<file path="src/rtl/core/wbps_pkg.sv">
// Shared types and constants for the wildcard byte pattern search block.
`timescale 1ns / 1ps

package wbps_pkg;

    // Default sizing of the search window and the offset counter
    localparam int MAX_PATTERN_DEFAULT = 16;
    localparam int OFFSET_BITS_DEFAULT = 32;

    // Fixed pattern storage: sixteen byte positions
    localparam int PATTERN_SLOTS = 16;
    localparam int SLOT_IDX_W    = $clog2(PATTERN_SLOTS);
    localparam int LEN_W         = 5;
    localparam int MASK_W        = 16;
    localparam int BYTE_W        = 8;
    localparam int RESULT_OFF_W  = 32;

    // Configuration bus sizing: 64-bit registers at 8-byte spacing
    localparam int CFG_DATA_W = 64;
    localparam int CFG_ADDR_W = 5;

    // Register indexes on the configuration bus
    typedef enum logic [1:0] {
        REG_PATTERN_LOW    = 2'd0,
        REG_PATTERN_HIGH   = 2'd1,
        REG_WILDCARD_MASK  = 2'd2,
        REG_PATTERN_LENGTH = 2'd3
    } reg_index_t;

    // Configuration seen by the match datapath
    typedef struct packed {
        logic [CFG_DATA_W-1:0] pattern_high;
        logic [CFG_DATA_W-1:0] pattern_low;
        logic [MASK_W-1:0]     wildcard_mask;
        logic [LEN_W-1:0]      pattern_length;
    } cfg_t;

    // One result item
    typedef struct packed {
        logic [RESULT_OFF_W-1:0] match_offset;
        logic                    found;
        logic                    block_end;
    } result_t;

endpackage

</file>
<file path="src/rtl/core/wbps_cfg.sv">
// Configuration register file with an APB-style access port.
`timescale 1ns / 1ps

module wbps_cfg
(
    input  logic                             clk,
    input  logic                             rst_n,
    input  logic                             psel,
    input  logic                             penable,
    input  logic                             pwrite,
    input  logic [wbps_pkg::CFG_ADDR_W-1:0]  paddr,
    input  logic [wbps_pkg::CFG_DATA_W-1:0]  pwdata,
    output logic [wbps_pkg::CFG_DATA_W-1:0]  prdata,
    output logic                             pready,
    output wbps_pkg::cfg_t                   cfg
);

    logic [wbps_pkg::CFG_DATA_W-1:0] pattern_low_reg;
    logic [wbps_pkg::CFG_DATA_W-1:0] pattern_high_reg;
    logic [wbps_pkg::MASK_W-1:0]     wildcard_mask_reg;
    logic [wbps_pkg::LEN_W-1:0]      pattern_length_reg;
    wbps_pkg::reg_index_t            reg_sel;
    logic                            wr_en;

    assign pready  = 1'b1;
    assign reg_sel = wbps_pkg::reg_index_t'(paddr[wbps_pkg::CFG_ADDR_W-1:3]);
    assign wr_en   = psel & penable & pwrite & pready;

    // Write the addressed register in the access phase
    always_ff @(posedge clk or negedge rst_n)
    begin
        if (!rst_n)
        begin
            pattern_low_reg    <= '0;
            pattern_high_reg   <= '0;
            wildcard_mask_reg  <= '0;
            pattern_length_reg <= wbps_pkg::LEN_W'(1);
        end
        else if (wr_en)
        begin
            case (reg_sel)
                wbps_pkg::REG_PATTERN_LOW:    pattern_low_reg    <= pwdata;
                wbps_pkg::REG_PATTERN_HIGH:   pattern_high_reg   <= pwdata;
                wbps_pkg::REG_WILDCARD_MASK:  wildcard_mask_reg  <= pwdata[wbps_pkg::MASK_W-1:0];
                wbps_pkg::REG_PATTERN_LENGTH: pattern_length_reg <= pwdata[wbps_pkg::LEN_W-1:0];
                default: ;
            endcase
        end
    end

    // Read back the addressed register
    always_comb
    begin
        case (reg_sel)
            wbps_pkg::REG_PATTERN_LOW:    prdata = pattern_low_reg;
            wbps_pkg::REG_PATTERN_HIGH:   prdata = pattern_high_reg;
            wbps_pkg::REG_WILDCARD_MASK:  prdata = wbps_pkg::CFG_DATA_W'(wildcard_mask_reg);
            wbps_pkg::REG_PATTERN_LENGTH: prdata = wbps_pkg::CFG_DATA_W'(pattern_length_reg);
            default:                      prdata = '0;
        endcase
    end

    assign cfg.pattern_low    = pattern_low_reg;
    assign cfg.pattern_high   = pattern_high_reg;
    assign cfg.wildcard_mask  = wildcard_mask_reg;
    assign cfg.pattern_length = pattern_length_reg;

endmodule

</file>
<file path="src/rtl/core/wbps_match.sv">
// Byte window, position counter and parallel wildcard compare.
`timescale 1ns / 1ps

module wbps_match
#(
    parameter int MAX_PATTERN = wbps_pkg::MAX_PATTERN_DEFAULT,
    parameter int OFFSET_BITS = wbps_pkg::OFFSET_BITS_DEFAULT
)
(
    input  logic                         clk,
    input  logic                         rst_n,
    input  wbps_pkg::cfg_t               cfg,
    input  logic                         in_valid,
    input  logic                         in_stall,
    input  logic [wbps_pkg::BYTE_W-1:0]  data_byte,
    input  logic                         last_byte,
    output logic                         res_valid,
    output wbps_pkg::result_t            res
);

    localparam int LANES     = (MAX_PATTERN < wbps_pkg::PATTERN_SLOTS) ?
                               MAX_PATTERN : wbps_pkg::PATTERN_SLOTS;
    localparam int WIN_DEPTH = (MAX_PATTERN > 1) ? MAX_PATTERN - 1 : 1;
    localparam int FILL_W    = $clog2(MAX_PATTERN + 1);
    localparam int CMP_W     = ((FILL_W > wbps_pkg::LEN_W) ? FILL_W : wbps_pkg::LEN_W) + 1;
    localparam logic [FILL_W-1:0] FILL_MAX = FILL_W'(MAX_PATTERN - 1);

    logic [wbps_pkg::BYTE_W-1:0] window_reg [WIN_DEPTH];
    logic [FILL_W-1:0]           fill_reg;
    logic [FILL_W-1:0]           fill_next;
    logic [OFFSET_BITS-1:0]      pos_reg;
    logic [OFFSET_BITS-1:0]      pos_next;

    logic                        accept;
    logic [wbps_pkg::LEN_W-1:0]  len;
    logic [wbps_pkg::LEN_W-1:0]  len_m1;
    logic [wbps_pkg::BYTE_W-1:0] pat_byte [wbps_pkg::PATTERN_SLOTS];
    logic [wbps_pkg::BYTE_W-1:0] hist [LANES];
    logic [LANES-1:0]            lane_ok;
    logic                        enough;
    logic                        found;
    logic [OFFSET_BITS-1:0]      offset;

    assign accept = in_valid & ~in_stall;

    // Clamp the configured length to 1..LANES
    always_comb
    begin
        len = cfg.pattern_length;
        if (len == '0)
            len = wbps_pkg::LEN_W'(1);
        if (len > wbps_pkg::LEN_W'(LANES))
            len = wbps_pkg::LEN_W'(LANES);
    end
    assign len_m1 = len - wbps_pkg::LEN_W'(1);

    // Split the pattern into bytes
    for (genvar k = 0; k < wbps_pkg::PATTERN_SLOTS; k++)
    begin : g_pat
        if (k < 8)
        begin : g_lo
            assign pat_byte[k] = cfg.pattern_low[k*8 +: 8];
        end
        else
        begin : g_hi
            assign pat_byte[k] = cfg.pattern_high[(k-8)*8 +: 8];
        end
    end

    // Compare each byte age against the pattern position it lines up with
    for (genvar a = 0; a < LANES; a++)
    begin : g_lane
        logic [wbps_pkg::LEN_W-1:0]      k_full;
        logic [wbps_pkg::SLOT_IDX_W-1:0] k;

        if (a == 0)
        begin : g_cur
            assign hist[a] = data_byte;
        end
        else
        begin : g_win
            assign hist[a] = window_reg[a-1];
        end

        assign k_full = len_m1 - wbps_pkg::LEN_W'(a);
        assign k      = k_full[wbps_pkg::SLOT_IDX_W-1:0];
        assign lane_ok[a] = (wbps_pkg::LEN_W'(a) >= len) | cfg.wildcard_mask[k] |
                            (hist[a] == pat_byte[k]);
    end

    // Match needs enough bytes of this block in the window
    assign enough = (CMP_W'(fill_reg) + CMP_W'(1)) >= CMP_W'(len);
    assign found  = enough & (&lane_ok);

    // Offset of the first matched byte, pinned at the counter ceiling
    always_comb
    begin
        if ((pos_reg == '1) || (pos_reg < OFFSET_BITS'(len_m1)))
            offset = '1;
        else
            offset = pos_reg - OFFSET_BITS'(len_m1);
    end

    assign res_valid        = accept & (found | last_byte);
    assign res.match_offset = found ? wbps_pkg::RESULT_OFF_W'(offset) : '0;
    assign res.found        = found;
    assign res.block_end    = last_byte;

    // Advance fill and position; drop both at block end
    always_comb
    begin
        fill_next = fill_reg;
        pos_next  = pos_reg;
        if (accept)
        begin
            if (last_byte)
            begin
                fill_next = '0;
                pos_next  = '0;
            end
            else
            begin
                if (fill_reg < FILL_MAX)
                    fill_next = fill_reg + FILL_W'(1);
                if (pos_reg != '1)
                    pos_next = pos_reg + OFFSET_BITS'(1);
            end
        end
    end

    always_ff @(posedge clk or negedge rst_n)
    begin
        if (!rst_n)
        begin
            fill_reg <= '0;
            pos_reg  <= '0;
        end
        else
        begin
            fill_reg <= fill_next;
            pos_reg  <= pos_next;
        end
    end

    // Shift the accepted byte into the window
    always_ff @(posedge clk)
    begin
        if (accept)
        begin
            window_reg[0] <= data_byte;
            for (int i = 1; i < WIN_DEPTH; i++)
            begin
                window_reg[i] <= window_reg[i-1];
            end
        end
    end

`ifndef SYNTHESIS
    a_fill_bound: assert property (@(posedge clk) disable iff (!rst_n)
        fill_reg <= FILL_MAX)
        else $error("window fill above window depth");

    a_block_clear: assert property (@(posedge clk) disable iff (!rst_n)
        accept && last_byte |=> (pos_reg == '0) && (fill_reg == '0))
        else $error("state not cleared after block end");
`endif

endmodule

</file>
<file path="src/rtl/core/wbps_outbuf.sv">
// Result register with a skid stage so input can flow while output stalls.
`timescale 1ns / 1ps

module wbps_outbuf
(
    input  logic              clk,
    input  logic              rst_n,
    input  logic              push,
    input  wbps_pkg::result_t push_data,
    output logic              full,
    output logic              out_valid,
    input  logic              out_stall,
    output wbps_pkg::result_t out_data
);

    logic              main_valid_reg;
    logic              main_valid_next;
    logic              skid_valid_reg;
    logic              skid_valid_next;
    wbps_pkg::result_t main_reg;
    wbps_pkg::result_t main_next;
    wbps_pkg::result_t skid_reg;
    wbps_pkg::result_t skid_next;
    logic              pop;

    assign pop       = main_valid_reg & ~out_stall;
    assign full      = skid_valid_reg;
    assign out_valid = main_valid_reg;
    assign out_data  = main_reg;

    // Move skid into main on a pop; else load or park the new item
    always_comb
    begin
        main_valid_next = main_valid_reg;
        skid_valid_next = skid_valid_reg;
        main_next       = main_reg;
        skid_next       = skid_reg;
        if (skid_valid_reg)
        begin
            if (pop)
            begin
                main_next       = skid_reg;
                skid_valid_next = 1'b0;
            end
        end
        else if (push)
        begin
            if (!main_valid_reg || pop)
            begin
                main_next       = push_data;
                main_valid_next = 1'b1;
            end
            else
            begin
                skid_next       = push_data;
                skid_valid_next = 1'b1;
            end
        end
        else if (pop)
        begin
            main_valid_next = 1'b0;
        end
    end

    always_ff @(posedge clk or negedge rst_n)
    begin
        if (!rst_n)
        begin
            main_valid_reg <= 1'b0;
            skid_valid_reg <= 1'b0;
        end
        else
        begin
            main_valid_reg <= main_valid_next;
            skid_valid_reg <= skid_valid_next;
        end
    end

    always_ff @(posedge clk)
    begin
        main_reg <= main_next;
        skid_reg <= skid_next;
    end

`ifndef SYNTHESIS
    a_skid_needs_main: assert property (@(posedge clk) disable iff (!rst_n)
        skid_valid_reg |-> main_valid_reg)
        else $error("skid holds an item while main is empty");

    a_skid_fill_on_stall: assert property (@(posedge clk) disable iff (!rst_n)
        $rose(skid_valid_reg) |-> $past(main_valid_reg && out_stall && push))
        else $error("skid filled without a stalled output");
`endif

endmodule

</file>
<file path="src/rtl/core/wildcard_byte_pattern_search.sv">
// A result item is registered in the result register, or parked in the skid stage, before out_valid.
// One byte per cycle while in_stall is low; the whole window compare and offset subtract fit in one stage.
// in_stall rises only when both the result register and the skid stage hold items.
// Reset: configuration takes its defaults (length 1, no wildcards, zero pattern), the
// position counter and window fill clear at once; no clearing pass is needed.
`timescale 1ns / 1ps

module wildcard_byte_pattern_search
#(
    parameter int MAX_PATTERN = wbps_pkg::MAX_PATTERN_DEFAULT,
    parameter int OFFSET_BITS = wbps_pkg::OFFSET_BITS_DEFAULT
)
(
    input  logic                               clk,
    input  logic                               rst_n,
    input  logic                               psel,
    input  logic                               penable,
    input  logic                               pwrite,
    input  logic [wbps_pkg::CFG_ADDR_W-1:0]    paddr,
    input  logic [wbps_pkg::CFG_DATA_W-1:0]    pwdata,
    output logic [wbps_pkg::CFG_DATA_W-1:0]    prdata,
    output logic                               pready,
    input  logic                               in_valid,
    output logic                               in_stall,
    input  logic [wbps_pkg::BYTE_W-1:0]        data_byte,
    input  logic                               last_byte,
    output logic                               out_valid,
    input  logic                               out_stall,
    output logic [wbps_pkg::RESULT_OFF_W-1:0]  match_offset,
    output logic                               found,
    output logic                               block_end
);

    wbps_pkg::cfg_t    cfg;
    wbps_pkg::result_t res;
    wbps_pkg::result_t out_data;
    logic              res_valid;
    logic              buf_full;

    // Hold input while the result buffer is full
    assign in_stall = buf_full;

    wbps_cfg u_cfg
    (
        .clk     (clk),
        .rst_n   (rst_n),
        .psel    (psel),
        .penable (penable),
        .pwrite  (pwrite),
        .paddr   (paddr),
        .pwdata  (pwdata),
        .prdata  (prdata),
        .pready  (pready),
        .cfg     (cfg)
    );

    wbps_match
    #(
        .MAX_PATTERN (MAX_PATTERN),
        .OFFSET_BITS (OFFSET_BITS)
    )
    u_match
    (
        .clk       (clk),
        .rst_n     (rst_n),
        .cfg       (cfg),
        .in_valid  (in_valid),
        .in_stall  (in_stall),
        .data_byte (data_byte),
        .last_byte (last_byte),
        .res_valid (res_valid),
        .res       (res)
    );

    wbps_outbuf u_outbuf
    (
        .clk       (clk),
        .rst_n     (rst_n),
        .push      (res_valid),
        .push_data (res),
        .full      (buf_full),
        .out_valid (out_valid),
        .out_stall (out_stall),
        .out_data  (out_data)
    );

    assign match_offset = out_data.match_offset;
    assign found        = out_data.found;
    assign block_end    = out_data.block_end;

endmodule
</file>
<file path="config.mk">
export PLATFORM = sky130hd
export DESIGN_NAME = wildcard_byte_pattern_search
export DESIGN_NICKNAME = d
export VERILOG_FILES = /design/src/rtl/core/wbps_pkg.sv /design/src/rtl/core/wbps_cfg.sv /design/src/rtl/core/wbps_match.sv /design/src/rtl/core/wbps_outbuf.sv /design/src/rtl/core/wildcard_byte_pattern_search.sv
export SDC_FILE = /design/constraint.sdc
export NUM_CORES = 1
export LEC_CHECK = 0
export BUFFER_PORTS_ARGS = -buffer_cell sky130_fd_sc_hd__buf_2
export CELL_PAD_IN_SITES_DETAIL_PLACEMENT = 0
export CELL_PAD_IN_SITES_GLOBAL_PLACEMENT = 1
export CORE_MARGIN = 8
export CORE_UTILIZATION = 50
export DETAILED_ROUTE_END_ITERATION = 8
export PLACE_DENSITY_LB_ADDON = 0.1
export SYNTH_ARGS = -nofsm -noshare
export SYNTH_HDL_FRONTEND = slang
export SYNTH_SLANG_ARGS = --single-unit
</file>
<file path="constraint.sdc">
create_clock -name clk -period 11.82 [get_ports clk]
set_input_delay 1.182 -clock clk [delete_from_list [all_inputs] [get_ports clk]]
set_output_delay 1.182 -clock clk [all_outputs]
set_load 0.05 [all_outputs]
</file>
* Word-level counts from Yosys, hierarchy flattened
Memory sizes are Yosys's and may differ from the RTL's.
Index checks and enable logic that the tools add are counted.
** Word-level totals
- Register bits :: 256
- RAM bits :: 120
- Input bits :: 85
- Output and inout bits :: 101
- Word-level logic and storage cells :: 290
- Memories :: 1
** Cells by class
- Add/sub/neg operators :: 20
- Order comparisons :: 52
- Eq/ne operators :: 23
- Multiplexer cells :: 102
- Bitwise gates (word level) :: 58
- Reductions and logical operators :: 20
** Memory list
- u_match.window_reg :: words 15, width 8, rd ports 15, clocked after Yosys merged registers in 0, write ports 15, RTL line wbps_match.sv:28 : logic [wbps_pkg::BYTE_W-1:0] window_reg [WIN_DEPTH];
** Operators with widths (number)
- binary-select mux 8 bit (select 4 bit) :: 16
- 2-to-1 mux 8 bit :: 32
- one-hot mux 64 bit (4 select lines) :: 1
- 2-to-1 mux 34 bit :: 4
- == test 8 bit :: 16
- 2-to-1 mux 32 bit :: 4
- greater-or-equal comparator 5 bit, second input constant :: 16
- less-than comparator 4 x 5 -> 1 bit, second input constant :: 16
- NOT 4 -> 5 bit :: 16
- binary-select mux 1 bit (select 4 bit) :: 16
- greater-or-equal comparator 4 x 5 -> 1 bit, first input constant :: 8
- bitwise OR 1 bit :: 33
- adder 32 x 1 -> 32 bit, second input constant :: 1
- == test 32 bit, second input constant :: 1
- less-than comparator 32 x 5 -> 1 bit :: 1
- inequality test 32 bit, second input constant :: 1
- subtractor 32 x 5 -> 32 bit :: 1
- subtractor 4 bit, second input constant :: 8
- 2-to-1 mux 1 bit :: 25
- greater-or-equal comparator 3 x 5 -> 1 bit, first input constant :: 4
- 2-to-1 mux 5 bit :: 4
- AND reduction 16 bit :: 1
- subtractor 4 x 3 -> 4 bit, second input constant :: 4
- AND reduction 2 bit :: 6
- 22 further kinds :: 40

* Logic depth before layout (Yosys ltp)
- Depth after elaboration :: 18
- Depth in mapped cells :: 23
- Depth with buffers taken out :: 15

* Cells and area by module
A second synthesis with hierarchy kept.
** Second synthesis, totals
- Cells, all modules :: 2312
- Area total of the unflattened synthesis :: 26434.1 µm²
** By module, submodules not included
- wbps_match :: instances 1, cells an instance 1721, area each 16877.4 µm², seq. area each 4529.3 µm²
- wbps_cfg :: instances 1, cells an instance 473, area each 6931.6 µm², seq. area each 3729.8 µm²
- wbps_outbuf :: instances 1, cells an instance 118, area each 2625.0 µm², seq. area each 2092.0 µm²

* Worst setup path after synthesis
OpenSTA, ideal clock, no wires.
- Path type :: flip-flop to flip-flop
- Start :: reg u_cfg.pattern_length_reg[4] (netlist name)
- End :: reg u_outbuf.skid_reg[0] (netlist name) (enable)
- Library setup time :: 0.477 ns
- Arrival :: 7.818 ns
- Data required time :: 11.343 ns
- Setup slack :: 3.526 ns
- Stages on the path, launching flop included :: 22
- Path buffers :: 8
- Clock period less this slack :: 8.294 ns
- Path through :: dfrtp_1 > buf_2 > nand2b_1 > buf_2 > buf_1 > clkbuf_1 > ha_1 > inv_2 > clkbuf_1 > buf_1 > ha_1 > a31oi_2 > xnor2_1 > buf_2 > mux4_2 > xor2_1 > nor4_1 > a211oi_1 > nor2_1 > nand4_2 > buf_2 > o31ai_1
** Between the ends
- Cells in the longest elaborated chain, start to end :: 17
- Elaborated cells between the ends (all ways) :: 186
- Classes of those cells :: add/sub (16); order compare (18); eq/ne (16); mux (82); bitwise (51); reduce/logical (3)
** RTL lines
- from (decl) :: RTL line wbps_cfg.sv:21 : logic [wbps_pkg::LEN_W-1:0] pattern_length_reg;
- from (signal assigned) :: RTL line wbps_cfg.sv:37 : pattern_length_reg <= wbps_pkg::LEN_W'(1);
- from (signal assigned) :: RTL line wbps_cfg.sv:45 : wbps_pkg::REG_PATTERN_LENGTH: pattern_length_reg <= pwdata[wbps_pkg::LEN_W-1:0];
- logical NOT 5 bit :: RTL line wbps_match.sv:50 : if (len == '0)
- 2-to-1 mux 5 bit * :: RTL line wbps_match.sv:50
- > comparator 5 bit :: RTL line wbps_match.sv:52 : if (len > wbps_pkg::LEN_W'(LANES))
- 2-to-1 mux 5 bit * :: RTL line wbps_match.sv:52
- subtractor 5 x 1 -> 5 bit :: RTL line wbps_match.sv:55 : assign len_m1 = len - wbps_pkg::LEN_W'(1);
- subtractor 4 x 1 -> 4 bit, or another cell as far along :: RTL line wbps_match.sv:85 : assign k_full = len_m1 - wbps_pkg::LEN_W'(a);
- NOT 4 -> 5 bit (implied by the code) :: RTL line wbps_match.sv:88 : (hist[a] == pat_byte[k]);
- binary-select mux 8 bit (select 4 bit) :: RTL line wbps_match.sv:88
- 2-to-1 mux 8 bit (implied by the code) (2 in series) :: RTL line wbps_match.sv:88
- == test 8 bit :: RTL line wbps_match.sv:88
- bitwise OR 1 bit :: RTL line wbps_match.sv:87 : assign lane_ok[a] = (wbps_pkg::LEN_W'(a) >= len) | cfg.wildcard_mask[k] |
- AND reduction 16 bit :: RTL line wbps_match.sv:93 : assign found = enough & (&lane_ok);
- bitwise AND 1 bit * :: RTL line wbps_match.sv:93
- bitwise OR 1 bit * :: RTL line wbps_match.sv:104 : assign res_valid = accept & (found | last_byte);
- bitwise AND 1 bit * :: RTL line wbps_match.sv:104
- AND reduction 3 bit (no source line) *
- to (signal assigned) :: RTL line wbps_outbuf.sv:82 : skid_reg <= skid_next;
- to (decl) :: RTL line wbps_outbuf.sv:22 : wbps_pkg::result_t skid_reg;
Mark *: on every way between the ends. The rest lies on a longest branch, timed or not. The select of a mux whose other input is x is not followed.
A chain may end at the register's enable or synchronous reset.

* Final worst setup path
- Start :: reg u_cfg.pattern_length_reg[0] (netlist name)
- End :: reg u_outbuf.skid_reg[24] (netlist name) (enable)
The elaborated chain is that of the path after synthesis.

==> impl_table.tex <==
\begin{tabular}{lr}
\hline
Metric & Value \\
\hline
\multicolumn{2}{l}{\textbf{Yosys}} \\
Instance count of the mapped netlist & 2,182 \\
Fraction of registers with async set/reset & 0.500 \\
Top\_reg\_cell synth & sky130\_fd\_sc\_hd\_\_edfxtp\_1 \\
Synthesized area & 25,800 sq um \\
Number of enable flip-flop cells after synthesis & 188 \\
Avg Inst Size Synth & 11.8 sq um \\
Register bit total from synthesis & between 300 and 400 \\
Netlist cell types & 82 \\
Syn Nets & 2,294 \\
Fraction of the yosys area taken by sequential cells & 0.402 \\
Yosys synthesis warning count & 0 \\
\multicolumn{2}{l}{\textbf{Place}} \\
Post-placement cell area & 27,100 sq um \\
Post-Place Setup Slack & 4.16 ns \\
Final weighted congestion in routability-driven placement & 1.03 \\
Port buffer count & between 150 and 200 \\
Detail Placement HPWL & $\sim$67,000 microns \\
\multicolumn{2}{l}{\textbf{Timing}} \\
Minimum clock period after layout & about 7.7 ns \\
Final setup slack of the worst path & between 4 and 5 ns \\
Transition time at the pin with the least slew margin & 1.13 ns \\
Highest clock frequency the design can meet & 131 MHz \\
Final Max Slew Viols & 0 \\
RSZ-0062 raised after global routing & false \\
Final setup TNS & 0 ns \\
Share of the clock period used by the worst path & 0.648 \\
Number of endpoints with negative hold slack in the final report & 0 \\
Number of endpoints failing setup at the final stage & 0 \\
Post-Route Skew & 0.0327 ns \\
Relative slew margins & 0.248 \\
\multicolumn{2}{l}{\textbf{Critical path}} \\
Signal arrival time at the worst endpoint & between 7 and 8 ns \\
Cell type with the highest occurrence count on the critical path & sky130\_fd\_sc\_hd\_\_buf\_4 \\
Critical Path, Cell by Cell & nor2b\_2, buf\_4, nor2\_4, ha\_2, buf\_4, nand2b\_1, mux2i\_2, o211ai\_1, nand2\_1, mux4\_2, xnor2\_1, nand4\_1, o21ai\_0, o2111a\_1, nand2\_2, buf\_4, o31ai\_4, buf\_4 \\
CP top delay family & buffers and inverters \\
Worst Setup Start Kind & register \\
CP max stage cell & sky130\_fd\_sc\_hd\_\_dfstp\_2 \\
Biggest cell delay along the critical path & 0.81 ns \\
Critical R2R Capture & u\_outbuf.skid\_reg[24] \\
R2r startpoint & u\_cfg.pattern\_length\_reg[0] \\
Largest driver fanout on the critical path & 68 \\
Worst path depth & 18 \\
CP Data Required Time & $\sim$12 ns \\
Kind of critical path & reg -> reg \\
Minimum setup slack among reg-to-reg paths & 4.16 ns \\
Number of cells on the worst reg-to-reg path & 18 \\
CP bufs+invs & 4 \\
Worst Setup End Kind & register \\
\multicolumn{2}{l}{\textbf{Pwr}} \\
P per Cell Area & 272 nW/um\^{}2 \\
Max IR drop VDD & 0.155 mV \\
Power after layout & 7.77 mW \\
Static leakage & 11.2 nW \\
\multicolumn{2}{l}{\textbf{Min path}} \\
Hold WC Path Type & reg -> reg \\
Worst Hold Path Cells & 0 \\
Worst-case hold path end point & u\_match.window\_reg[1][1] \\
Hold path start & u\_match.window\_reg[0][57] \\
\multicolumn{2}{l}{\textbf{Cells and area}} \\
Layout overhead on the synthesized area & 10.7\% \\
Fillcell total & 4,383 \\
Flip-flop count of the largest register, all copies and words added & 120 \\
Fraction of layout cells with a size suffix above 1 & 0.288 \\
Cell area after layout & between 20,000 and 30,000 sq um \\
Total Nets Final & 2,379 \\
\multicolumn{2}{l}{\textbf{Route}} \\
Drt initial violations & 2,117 \\
Post-route DRC violation count & 0 \\
Total via count after detailed routing & 20.0k \\
Average vias per placed instance & 6.72 \\
Routed wire length per instance & 30.1 microns \\
Number of search-and-repair iterations in the first detailed-routing pass & 5 \\
Final Routed Wirelength & 89,800 microns \\
Post-route ant nets & 0 \\
\multicolumn{2}{l}{\textbf{Floorplanning}} \\
Standard-cell rows & 83 \\
Effective utilization at floorplan & 0.504 \\
Chip Width & roughly 240 microns \\
I/O Pins & 186 \\
Die H & 243 microns \\
Die ar. & between 50,000 and 60,000 sq um \\
Core footprint & 51,200 sq um \\
\multicolumn{2}{l}{\textbf{GRT}} \\
Wire length of the first global-routing pass & about 130,000 microns \\
Maximum number of pins on one net before global-route repair & 81 \\
Antenna violations before repair & 1 \\
Vias in the first global route & 19.3k \\
Congestion Overflow GR & 0 \\
GRT Total Usage & 0.295 \\
\multicolumn{2}{l}{\textbf{Clock tree}} \\
TritonCTS clock tree & done \\
CTS clock-pin slew for the worst setup and hold paths & 0.07 ns \\
\# resized after CTS & 0 \\
Inserted Clock Buffers & 44 \\
Post-CTS Setup Bufs & 0 \\
CTS H-tree lvls & 2 \\
Sink Count & around 380 \\
CTS root buf & sky130\_fd\_sc\_hd\_\_clkbuf\_16 \\
Later-pin clock latency in the skew report & 0.61 ns \\
Number of buffers on the longest clock path & 3 \\
Hold-fix buffers at CTS & 0 \\
\multicolumn{2}{l}{\textbf{Status}} \\
Result of the run & finished clean \\
\multicolumn{2}{l}{\textbf{Flow run}} \\
Number of max-cap violations & 0 \\
\hline
\end{tabular}
## worst max path at each step
stage | from | endpoint | slack [ns]
finish | u_cfg.pattern_length_reg[0] | u_outbuf.skid_reg[24] | 4.16
global route | u_cfg.pattern_length_reg[0] | u_outbuf.skid_reg[28] | 3.75
CTS | u_cfg.pattern_length_reg[0] | u_outbuf.skid_reg[28] | 4.14
detailed placement | u_cfg.pattern_length_reg[0] | u_outbuf.skid_reg[28] | 4.16
global placement | u_cfg.pattern_length_reg[0] | u_outbuf.skid_reg[20] | 4.30
floorplan | u_cfg.pattern_length_reg[4] | u_outbuf.skid_reg[0] | 3.53
## area by class of cell
cell class,instances,area (sq um),share of cell area
diodes,1,2.50,0.0000877
clock buffers,56,1180,0.0412
clock inverters,22,225,0.00789
inverters,19,81.3,0.00285
multi-input cells,1613,14700,0.515
flip-flops and latches,376,10400,0.363
well taps,680,851,0.0298
repair buffers,213,1160,0.0406
## cell usage after synthesis (all sizes together), types with 20 or more instances
library cell	count	area [sq um]
a21oi	36	180
a22oi	48	360
buf	66	369
clkbuf	108	405
dfrtp	187	4680
edfxtp	188	5650
ha	26	325
mux2	153	1720
mux2i	204	2050
mux4	151	3400
nand2	172	646
nand3	26	130
nand4	39	250
nor2	129	494
nor3	50	250
nor4	20	140
o21ai	89	449
o221ai	53	464
o41ai	33	529
xnor2	107	971
xor2	84	736
## report_power, final
part	internal, mW	switching [mW]	total [mW]
clock network	0.775	0.582	1.36
logic	1.78	2.76	4.54
registers	1.56	0.314	1.87
total	4.11	3.66	7.77
## cell usage in the layout (no fill, tap or decap), types with 5 or more instances in the layout
master and n:
sky130_fd_sc_hd__a211oi_1 7, sky130_fd_sc_hd__a21oi_1 33, sky130_fd_sc_hd__a221oi_1 15, sky130_fd_sc_hd__a22o_1 8
sky130_fd_sc_hd__a22oi_1 48, sky130_fd_sc_hd__a31oi_1 11, sky130_fd_sc_hd__and2_1 10, sky130_fd_sc_hd__and3_1 18
sky130_fd_sc_hd__and4_1 5, sky130_fd_sc_hd__buf_2 179, sky130_fd_sc_hd__buf_4 33, sky130_fd_sc_hd__clkbuf_1 9
sky130_fd_sc_hd__clkbuf_16 44, sky130_fd_sc_hd__clkinv_1 5, sky130_fd_sc_hd__clkinv_2 8, sky130_fd_sc_hd__dfrtp_1 185
sky130_fd_sc_hd__edfxtp_1 188, sky130_fd_sc_hd__ha_1 24, sky130_fd_sc_hd__inv_1 10, sky130_fd_sc_hd__inv_2 5
sky130_fd_sc_hd__mux2_2 153, sky130_fd_sc_hd__mux2i_1 203, sky130_fd_sc_hd__mux4_2 151, sky130_fd_sc_hd__nand2_1 171
sky130_fd_sc_hd__nand2b_1 12, sky130_fd_sc_hd__nand3_1 26, sky130_fd_sc_hd__nand4_1 38, sky130_fd_sc_hd__nor2_1 127
sky130_fd_sc_hd__nor2b_1 5, sky130_fd_sc_hd__nor3_1 47, sky130_fd_sc_hd__nor4_1 19, sky130_fd_sc_hd__o211ai_1 12
sky130_fd_sc_hd__o21ai_0 86, sky130_fd_sc_hd__o221ai_1 53, sky130_fd_sc_hd__o22ai_1 16, sky130_fd_sc_hd__o41ai_2 32
sky130_fd_sc_hd__or3_1 12, sky130_fd_sc_hd__xnor2_1 102, sky130_fd_sc_hd__xor2_1 84
## cell families (layout without fill, tap and decap cells)
family | after synthesis | count (layout) | share of synthesized area
buffers and inverters | 193 | 310 | 0.0330
adder cells (fa/ha/maj) | 31 | 31 | 0.0149
multiplexers | 508 | 508 | 0.278
XOR/XNOR | 191 | 191 | 0.0662
AO/OA/AOI/OAI | 358 | 358 | 0.109
AND/OR/NAND/NOR | 524 | 524 | 0.0974
flip-flops | 376 | 376 | 0.402
other | 1 | 2 | 0.000145
## routing by layer
metal / routed length (microns) / share of wire / up-vias / track usage
met1: 38600 / 0.43 / 10200 / 0.429
met3: 8860 / 0.099 / 175 / 0.0607
met5: 13 / 0.00014 / - / 0
li1: - / - / 8610 / -
met4: 3480 / 0.039 / 2 / 0.108
met2: 38800 / 0.43 / 1072 / 0.431
## per-stage QoR
step / std cells / hold slack, ns / util
final: 2980 / 0.444 / 0.557
after global routing: 2979 / 0.465 / 0.557
after CTS: 2979 / 0.452 / 0.557
after detailed placement: 2901 / 0.456 / 0.530
after global placement: 2901 / 0.452 / 0.530
after floorplan: 2182 / 0.436 / -
Note: power is estimated with default switching activity, not from simulation.
